### config.mk
export PLATFORM = sky130hd
export DESIGN_NAME = key_matrix_to_hid_report_core
export DESIGN_NICKNAME = d
export VERILOG_FILES = /design/src/sv/kmh_pkg.sv /design/src/sv/kmh_dp.sv /design/src/sv/kmh_ctrl.sv /design/src/sv/key_matrix_to_hid_report_core.sv
export SDC_FILE = /design/constraint.sdc
export NUM_CORES = 1
export LEC_CHECK = 0
export ABC_AREA = 1
export BUFFER_PORTS_ARGS = -buffer_cell sky130_fd_sc_hd__buf_2
export CAP_MARGIN = 20
export CORE_MARGIN = 3
export CORE_UTILIZATION = 50
export CTS_BUF_LIST = sky130_fd_sc_hd__clkbuf_16
export DETAILED_ROUTE_END_ITERATION = 8
export GPL_TIMING_DRIVEN = 1
export PLACE_DENSITY = 0.78
export RECOVER_POWER = 25
export SLEW_MARGIN = 15
export SYNTH_ARGS = -nofsm -noshare
export SYNTH_HDL_FRONTEND = slang
export SYNTH_HIERARCHICAL = 1
export SYNTH_SLANG_ARGS = --single-unit
### constraint.sdc
create_clock -name i_clk -period 13.3 [get_ports i_clk]
set_input_delay 2.66 -clock i_clk [delete_from_list [all_inputs] [get_ports i_clk]]
set_output_delay 2.66 -clock i_clk [all_outputs]
set_load 0.05 [all_outputs]
### src/sv/kmh_pkg.sv
`timescale 1ns / 1ps
// ----------------------------------------------------------------------------
// kmh_pkg - shared types and constants for the key matrix to HID report core
// Beat payloads, controller command struct and the fixed 5x14 keymap ROM.
// ----------------------------------------------------------------------------
package kmh_pkg;

    localparam int MAP_ROWS  = 5;
    localparam int MAP_COLS  = 14;
    localparam int OUT_SLOTS = 6;
    localparam int ROW_W     = $clog2(MAP_ROWS);
    localparam int COL_W     = $clog2(MAP_COLS);

    // Fn keys sit at row 4, columns 1 and 12
    localparam logic [MAP_COLS-1:0] FN_MASK = MAP_COLS'((1 << 1) | (1 << 12));

    typedef enum logic [1:0] {
        KIND_NONE,
        KIND_KEY,
        KIND_MOD
    } t_kind;

    typedef struct packed {
        t_kind      kind;
        logic [7:0] normal;   // usage, or modifier bit index for KIND_MOD
        logic [7:0] layer;    // Fn-layer usage
    } t_map_entry;

    typedef struct packed {
        logic [MAP_COLS-1:0] row0_bits;
        logic [MAP_COLS-1:0] row1_bits;
        logic [MAP_COLS-1:0] row2_bits;
        logic [MAP_COLS-1:0] row3_bits;
        logic [MAP_COLS-1:0] row4_bits;
    } t_in_beat;

    typedef struct packed {
        logic [7:0] modifier_bits;
        logic [7:0] slot0_code;
        logic [7:0] slot1_code;
        logic [7:0] slot2_code;
        logic [7:0] slot3_code;
        logic [7:0] slot4_code;
        logic [7:0] slot5_code;
    } t_out_beat;

    typedef struct packed {
        logic             load;     // capture scan, form change mask
        logic             step;     // process one matrix position
        logic             publish;  // copy report into output register
        logic [ROW_W-1:0] row;
        logic [COL_W-1:0] col;
    } t_dp_cmd;

    function automatic t_map_entry mk_lay(input logic [7:0] n, input logic [7:0] f);
        mk_lay = '{KIND_KEY, n, f};
    endfunction

    function automatic t_map_entry mk_key(input logic [7:0] c);
        mk_key = '{KIND_KEY, c, c};
    endfunction

    function automatic t_map_entry mk_mod(input logic [2:0] b);
        mk_mod = '{KIND_MOD, {5'd0, b}, 8'h00};
    endfunction

    function automatic t_map_entry mk_nop();
        mk_nop = '{KIND_NONE, 8'h00, 8'h00};
    endfunction

    localparam t_map_entry KEYMAP [MAP_ROWS][MAP_COLS] = '{
        '{mk_lay(8'h35, 8'h29), mk_lay(8'h1E, 8'h3A), mk_lay(8'h1F, 8'h3B),
          mk_lay(8'h20, 8'h3C), mk_lay(8'h21, 8'h3D), mk_lay(8'h22, 8'h3E),
          mk_lay(8'h23, 8'h3F), mk_lay(8'h24, 8'h40), mk_lay(8'h25, 8'h41),
          mk_lay(8'h26, 8'h42), mk_lay(8'h27, 8'h43), mk_lay(8'h2D, 8'h44),
          mk_lay(8'h2E, 8'h45), mk_lay(8'h2A, 8'h4C)},
        '{mk_key(8'h2B), mk_key(8'h14), mk_key(8'h1A), mk_key(8'h08),
          mk_key(8'h15), mk_key(8'h17), mk_key(8'h1C), mk_key(8'h18),
          mk_lay(8'h0C, 8'h4D), mk_lay(8'h12, 8'h4E), mk_lay(8'h13, 8'h52),
          mk_lay(8'h2F, 8'h4B), mk_lay(8'h30, 8'h4A), mk_key(8'h31)},
        '{mk_key(8'h29), mk_key(8'h04), mk_key(8'h16), mk_key(8'h07),
          mk_key(8'h09), mk_key(8'h0A), mk_key(8'h0B), mk_key(8'h0D),
          mk_key(8'h0E), mk_lay(8'h0F, 8'h50), mk_lay(8'h33, 8'h51),
          mk_lay(8'h34, 8'h4F), mk_nop(), mk_key(8'h28)},
        '{mk_mod(3'd1), mk_lay(8'h1D, 8'h7F), mk_lay(8'h1B, 8'h81),
          mk_lay(8'h06, 8'h80), mk_key(8'h19), mk_key(8'h05), mk_key(8'h11),
          mk_key(8'h10), mk_key(8'h36), mk_key(8'h37), mk_key(8'h38),
          mk_nop(), mk_nop(), mk_mod(3'd5)},
        '{mk_mod(3'd0), mk_nop(), mk_mod(3'd3), mk_mod(3'd2),
          mk_lay(8'h2C, 8'h4C), mk_nop(), mk_lay(8'h2C, 8'h4C), mk_nop(),
          mk_nop(), mk_mod(3'd6), mk_mod(3'd7), mk_key(8'h65), mk_nop(),
          mk_mod(3'd4)}
    };

endpackage

### src/sv/kmh_dp.sv
`timescale 1ns / 1ps
// ----------------------------------------------------------------------------
// kmh_dp - report datapath
// Holds the scan, change mask, slots and modifiers; applies one matrix
// position per step command and fills the output register on publish.
// ----------------------------------------------------------------------------
module kmh_dp #(
    parameter int REPORT_SLOT_COUNT = 6
) (
    input  logic              i_clk,
    input  logic              i_rst_n,
    input  kmh_pkg::t_dp_cmd  i_cmd,
    input  kmh_pkg::t_in_beat i_in_data,
    output kmh_pkg::t_out_beat o_out_data
);
    import kmh_pkg::*;

    logic [MAP_COLS-1:0] r_scan  [MAP_ROWS];
    logic [MAP_COLS-1:0] r_delta [MAP_ROWS];
    logic                r_fn;
    logic [7:0]          r_slots [REPORT_SLOT_COUNT];
    logic [7:0]          n_slots [REPORT_SLOT_COUNT];
    logic [7:0]          r_mods;
    logic [7:0]          n_mods;
    t_out_beat           r_out;

    logic [MAP_COLS-1:0] in_rows [MAP_ROWS];
    logic [7:0]          out_slots [OUT_SLOTS];
    t_map_entry          entry;
    logic                changed;
    logic                pressed;
    logic [7:0]          code;
    logic                hit;
    logic                seen_free;
    logic [REPORT_SLOT_COUNT-1:0] free_sel;

    assign in_rows[0] = i_in_data.row0_bits;
    assign in_rows[1] = i_in_data.row1_bits;
    assign in_rows[2] = i_in_data.row2_bits;
    assign in_rows[3] = i_in_data.row3_bits;
    assign in_rows[4] = i_in_data.row4_bits;

    assign entry   = KEYMAP[i_cmd.row][i_cmd.col];
    assign changed = r_delta[i_cmd.row][i_cmd.col];
    assign pressed = r_scan[i_cmd.row][i_cmd.col];
    assign code    = r_fn ? entry.layer : entry.normal;

    always_comb begin
        n_slots   = r_slots;
        n_mods    = r_mods;
        hit       = 1'b0;
        seen_free = 1'b0;
        free_sel  = '0;
        for (int i = 0; i < REPORT_SLOT_COUNT; i++) begin
            if (r_slots[i] == code) begin
                hit = 1'b1;
            end
            // lowest empty slot only
            if (!seen_free && r_slots[i] == 8'h00) begin
                free_sel[i] = 1'b1;
                seen_free   = 1'b1;
            end
        end
        if (i_cmd.step && changed) begin
            case (entry.kind)
                KIND_MOD: begin
                    n_mods[entry.normal[2:0]] = pressed;
                end
                KIND_KEY: begin
                    if (pressed) begin
                        if (!hit) begin
                            for (int i = 0; i < REPORT_SLOT_COUNT; i++) begin
                                if (free_sel[i]) begin
                                    n_slots[i] = code;
                                end
                            end
                        end
                    end else begin
                        for (int i = 0; i < REPORT_SLOT_COUNT; i++) begin
                            if (r_slots[i] == entry.normal || r_slots[i] == entry.layer) begin
                                n_slots[i] = 8'h00;
                            end
                        end
                    end
                end
                default: begin
                end
            endcase
        end
    end

    for (genvar g = 0; g < OUT_SLOTS; g++) begin : g_out
        if (g < REPORT_SLOT_COUNT) begin : g_live
            assign out_slots[g] = r_slots[g];
        end else begin : g_zero
            assign out_slots[g] = 8'h00;
        end
    end

    always_ff @(posedge i_clk) begin
        if (!i_rst_n) begin
            for (int r = 0; r < MAP_ROWS; r++) begin
                r_scan[r] <= '0;
            end
            for (int i = 0; i < REPORT_SLOT_COUNT; i++) begin
                r_slots[i] <= 8'h00;
            end
            r_mods <= 8'h00;
        end else begin
            if (i_cmd.load) begin
                for (int r = 0; r < MAP_ROWS; r++) begin
                    r_scan[r] <= in_rows[r];
                end
            end
            r_slots <= n_slots;
            r_mods  <= n_mods;
        end
    end

    // payload only
    always_ff @(posedge i_clk) begin
        if (i_cmd.load) begin
            for (int r = 0; r < MAP_ROWS; r++) begin
                r_delta[r] <= in_rows[r] ^ r_scan[r];
            end
            r_fn <= |(i_in_data.row4_bits & FN_MASK);
        end
        if (i_cmd.publish) begin
            r_out.modifier_bits <= r_mods;
            r_out.slot0_code    <= out_slots[0];
            r_out.slot1_code    <= out_slots[1];
            r_out.slot2_code    <= out_slots[2];
            r_out.slot3_code    <= out_slots[3];
            r_out.slot4_code    <= out_slots[4];
            r_out.slot5_code    <= out_slots[5];
        end
    end

    assign o_out_data = r_out;

endmodule

### src/sv/kmh_ctrl.sv
`timescale 1ns / 1ps
// ----------------------------------------------------------------------------
// kmh_ctrl - scan walk controller
// Takes an input beat, walks the active matrix positions row by row and
// hands the finished report to the output register.
// ----------------------------------------------------------------------------
module kmh_ctrl #(
    parameter int MATRIX_ROWS = 5,
    parameter int MATRIX_COLS = 14
) (
    input  logic             i_clk,
    input  logic             i_rst_n,
    input  logic             i_in_valid,
    output logic             o_in_ready,
    output logic             o_out_valid,
    input  logic             i_out_ready,
    output kmh_pkg::t_dp_cmd o_cmd
);
    import kmh_pkg::*;

    localparam int ROWS_EFF = (MATRIX_ROWS < MAP_ROWS) ? MATRIX_ROWS : MAP_ROWS;
    localparam int COLS_EFF = (MATRIX_COLS < MAP_COLS) ? MATRIX_COLS : MAP_COLS;
    localparam logic [ROW_W-1:0] LAST_ROW = ROW_W'(ROWS_EFF - 1);
    localparam logic [COL_W-1:0] LAST_COL = COL_W'(COLS_EFF - 1);

    typedef enum logic [1:0] {
        S_IDLE,
        S_WALK,
        S_DONE
    } t_state;

    t_state           r_state;
    logic [ROW_W-1:0] r_row;
    logic [COL_W-1:0] r_col;
    logic             r_out_valid;
    logic             publish;

    // output register free, or being drained this cycle
    assign publish = (r_state == S_DONE) && (!r_out_valid || i_out_ready);

    assign o_cmd.load    = (r_state == S_IDLE) && i_in_valid;
    assign o_cmd.step    = (r_state == S_WALK);
    assign o_cmd.publish = publish;
    assign o_cmd.row     = r_row;
    assign o_cmd.col     = r_col;
    assign o_in_ready    = (r_state == S_IDLE);
    assign o_out_valid   = r_out_valid;

    always_ff @(posedge i_clk) begin
        if (!i_rst_n) begin
            r_state     <= S_IDLE;
            r_row       <= '0;
            r_col       <= '0;
            r_out_valid <= 1'b0;
        end else begin
            if (r_out_valid && i_out_ready) begin
                r_out_valid <= 1'b0;
            end
            case (r_state)
                S_IDLE: begin
                    if (i_in_valid) begin
                        r_row   <= '0;
                        r_col   <= '0;
                        r_state <= S_WALK;
                    end
                end
                S_WALK: begin
                    if (r_col == LAST_COL) begin
                        r_col <= '0;
                        if (r_row == LAST_ROW) begin
                            r_state <= S_DONE;
                        end else begin
                            r_row <= r_row + 1'b1;
                        end
                    end else begin
                        r_col <= r_col + 1'b1;
                    end
                end
                S_DONE: begin
                    if (publish) begin
                        r_out_valid <= 1'b1;
                        r_state     <= S_IDLE;
                    end
                end
                default: begin
                    r_state <= S_IDLE;
                end
            endcase
        end
    end

endmodule

### src/sv/key_matrix_to_hid_report_core.sv
`timescale 1ns / 1ps
// ----------------------------------------------------------------------------
// key_matrix_to_hid_report_core - matrix scan to 6-key boot report
// Takes a beat in idle, walks min(MATRIX_ROWS,5) x min(MATRIX_COLS,14) positions
// one position per cycle, then publishes once the output register is free.
// No new beat is taken until the previous report has been published.
// Reset (synchronous, active low) clears held scan, slots, modifiers and valid.
// ----------------------------------------------------------------------------
module key_matrix_to_hid_report_core #(
    parameter int MATRIX_ROWS       = 5,
    parameter int MATRIX_COLS       = 14,
    parameter int REPORT_SLOT_COUNT = 6
) (
    input  logic               i_clk,
    input  logic               i_rst_n,
    input  logic               i_in_valid,
    output logic               o_in_ready,
    input  kmh_pkg::t_in_beat  i_in_data,
    output logic               o_out_valid,
    input  logic               i_out_ready,
    output kmh_pkg::t_out_beat o_out_data
);
    import kmh_pkg::*;

    t_dp_cmd cmd;

    kmh_ctrl #(
        .MATRIX_ROWS (MATRIX_ROWS),
        .MATRIX_COLS (MATRIX_COLS)
    ) u_ctrl (
        .i_clk       (i_clk),
        .i_rst_n     (i_rst_n),
        .i_in_valid  (i_in_valid),
        .o_in_ready  (o_in_ready),
        .o_out_valid (o_out_valid),
        .i_out_ready (i_out_ready),
        .o_cmd       (cmd)
    );

    kmh_dp #(
        .REPORT_SLOT_COUNT (REPORT_SLOT_COUNT)
    ) u_dp (
        .i_clk      (i_clk),
        .i_rst_n    (i_rst_n),
        .i_cmd      (cmd),
        .i_in_data  (i_in_data),
        .o_out_data (o_out_data)
    );

endmodule

==> impl_metrics.env <==
export IMPL_ctsHoldBuffers=0
export IMPL_die_h_um=181
export IMPL_via_count=13600
export IMPL_period_needed_ns=4.53
export IMPL_cp_top_family="buffers and inverters"
export IMPL_maxCapViolations=0
export IMPL_antenna_diode_count=0
export IMPL_io_buffers=131
export IMPL_wl_um=47100
export IMPL_fmax_mhz=221
export IMPL_overflow=0
export IMPL_synth_fa_ha_area_share_pct=0.899
export IMPL_dpl_hpwl_um=33800
export IMPL_cp_arrival_ns=4.70
export IMPL_syn_num_nets=2004
export IMPL_synth_avg_cell_area_um2=7.98
export IMPL_setup_viol=0
export IMPL_synth_top_family_by_area="simple AND/OR/NAND/NOR gates"
export IMPL_synth_xor_area_share_pct=7.20
export IMPL_rsz0062_at_grt="no"
export IMPL_netlist_area_leader_share_pct=38.6
export IMPL_drtIter0Drc=1592
export IMPL_num_io_pins=132
export IMPL_synth_top_cell_by_area="edfxtp_1"
export IMPL_cts_resized=0
export IMPL_via_per_inst=5.57
export IMPL_crit_type="in2reg"
export IMPL_grt_pass1_wl_um=73000
export IMPL_timing_hold_ws_ns=0.452
export IMPL_fin_nets=2111
export IMPL_layout_drive_gt1_share_pct=10.4
export IMPL_ant_nets=0
export IMPL_path_cells="buf_2, inv_1, nor3_1, clkbuf_1, or2_2, buf_4"
export IMPL_finalCritPeriodShare_pct=34.1
export IMPL_hold_class="reg2reg"
export IMPL_ys_ff_latch=263
export IMPL_clock_latency_ns=0.58
export IMPL_finalInstanceArea_um2=17100
export IMPL_max_clock_path_buffers=3
export IMPL_die_area_um2=32800
export IMPL_die_w_um=181
export IMPL_finClkSkew_ns=0.0432
export IMPL_end_kind="register"
export IMPL_grt_pass1_vias=13100
export IMPL_numCtsBuffers=28
export IMPL_clock_sinks=263
export IMPL_dr_pass1_iters=6
export IMPL_slowest_stage="clkbuf_1"
export IMPL_grt_usage_pct=28.0
export IMPL_crit_path_max_fanout=70
export IMPL_powerDensity_nw_per_um2=217
export IMPL_peakVddDrop_mv=0.155
export IMPL_gp_congestion=0.946
export IMPL_outcome="finished, final reports clean"
export IMPL_cts_root_buf="clkbuf_16"
export IMPL_synth_simple_gate_area_share_pct=30.4
export IMPL_placed_cell_area_um2=16200
export IMPL_postCtsSetupRepairBufs=0
export IMPL_fp_row_count=63
export IMPL_fin_ws_ns=8.77
export IMPL_yosys_mux_area_fraction_pct=0
export IMPL_finalSetupTns_ns=0
export IMPL_synth_area_leaders="edfxtp_1 39%, nand2_1 12%, dfxtp_1 8.6%"
export IMPL_synth_cell_types=45
export IMPL_slew_viol_final=0
export IMPL_start_util_pct=51.1
export IMPL_synth_area_um2=15300
export IMPL_pre_cts_slack_ns=8.53
export IMPL_clkSlewWorstSetupHoldPaths_ns=0.06
export IMPL_drc=0
export IMPL_antenna_found_initial=0
export IMPL_synthCells=1919
export IMPL_synth_compound_area_share_pct=6.22
export IMPL_cts_tree="built"
export IMPL_cp_start_kind="input port"
export IMPL_seq_area_frac_synth_pct=47.2
export IMPL_tightest_slew_ns=1.02
export IMPL_crit_required_ns=13.46
export IMPL_wl_per_cell_um=19.3
export IMPL_htreeDepth=1
export IMPL_slew_headroom_pct=31.8
export IMPL_core_area_um2=30000
export IMPL_grt_max_degree=71
export IMPL_max_stage_delay_ns=0.79
export IMPL_finalHoldViolations=0
export IMPL_yosysWarnings=6
export IMPL_p_leak_nw=7.71
export IMPL_crit_buf_inv=4
export IMPL_area_growth_syn_to_layout_pct=11.4
==> routing by layer <==
| metal | vias up | GRT usage (%) | part of all wire [%] |
|---|---|---|---|
| met5 | - | 0 | 0 |
| met2 | 681 | 46.3 | 47 |
| met1 | 6324 | 37.9 | 41 |
| met3 | 121 | 3.34 | 7.8 |
| li1 | 6458 | - | - |
| met4 | 0 | 10.9 | 4.0 |
==> logic make-up after synthesis <==
group | after synthesis
compound gates | 165
xor+xnor | 126
fa+ha+maj | 11
buf+inv | 279
flops | 263
simple gates | 1075
==> synth_stat cells <==
master / number
nand3b_1: 1
nand4_1: 40
buf_8: 1
edfxtp_1: 197
nor3_1: 20
clkbuf_1: 15
nor2_1: 317
nand2_1: 490
nand3_1: 137
o31ai_1: 1
xor2_1: 125
nand3_4: 4
inv_4: 1
buf_6: 11
or2_1: 1
ha_1: 11
a22oi_1: 1
a31oi_1: 1
nor2_2: 10
a31o_2: 1
o211ai_1: 18
buf_2: 29
nor2_4: 4
inv_2: 20
o311ai_0: 2
clkinv_1: 2
nand2_4: 5
a21oi_2: 4
or2_2: 2
clkinv_2: 1
o21ai_0: 73
o21ai_1: 13
o221ai_1: 8
nand2_2: 20
o2111ai_1: 1
buf_1: 1
a21oi_4: 1
nand3_2: 15
a21oi_1: 40
xnor2_1: 1
inv_1: 185
o21ai_2: 1
buf_4: 13
nor4_1: 9
dfxtp_1: 66
==> where the power goes <==
part           switching, mW  internal, mW  leakage (nW)
Combinational           1.23         0.457          4.73
Sequential             0.117          1.09          2.49
Clock                  0.336         0.485         0.491
==> cells in the final DEF (no fill, tap or decap), types with 11 or more instances in the layout <==
cell type / n
o211ai_1: 18
buf_4: 15
nand3_1: 137
nor2_1: 316
clkbuf_1: 71
o21ai_0: 72
ha_1: 11
buf_2: 61
nand4_1: 40
nand2_2: 21
edfxtp_1: 197
nor3_1: 20
xor2_1: 125
dfxtp_1: 64
inv_1: 186
inv_2: 20
a21oi_1: 40
clkbuf_16: 33
o21ai_1: 13
nand3_2: 15
nand2_1: 489
==> area by class of cell <==
| cell class | count | area [um^2] |
|---|---|---|
| multi-input cells | 1377 | 6860 |
| repair buffers | 147 | 684 |
| well taps | 390 | 488 |
| flip-flops and latches | 263 | 7240 |
| fillers | 2811 | 12900 |
| clock inverters | 19 | 173 |
| clock buffers | 33 | 826 |
| inverters | 209 | 788 |
==> stage by stage <==
stage | utilization (%) | std cells | total power, mW
floorplan | - | 1919 | 2.37
global placement | 53.9 | 2385 | 2.83
detailed placement | 53.9 | 2385 | 2.86
CTS | 57.3 | 2437 | 3.69
global route | 57.0 | 2438 | 3.93
finish | 57.0 | 2438 | 3.71
==> path summary, 6_finish.rpt <==
| check | start | to | slack, ns | depth (start not counted) |
|---|---|---|---|---|
| max | i_in_valid | u_dp/r_scan[4][5] | 8.77 | 6 |
| min | u_dp/r_mods[1] | u_dp/o_out_data[49] | 0.45 | 0 |
| max reg2reg | u_ctrl/r_row[2] | u_dp/out_slots[40] | 8.98 | 17 |
| min reg2reg | u_dp/r_mods[1] | u_dp/o_out_data[49] | 0.45 | 0 |
==> state kept, by name (all words and copies together) (netlist names) <==
| signal | cells |
|---|---|
| u_ctrl/r_state | 2 |
| u_dp/out_slots | 48 |
| u_ctrl/r_col | 4 |
| u_ctrl/r_row | 3 |
| u_ctrl/o_out_valid | 1 |
| u_dp/r_scan | 70 |
| u_dp/o_out_data | 56 |
| u_dp/r_delta | 70 |
| u_dp/r_mods | 8 |
| u_dp/r_fn | 1 |
(Power assumes the default switching activity.)
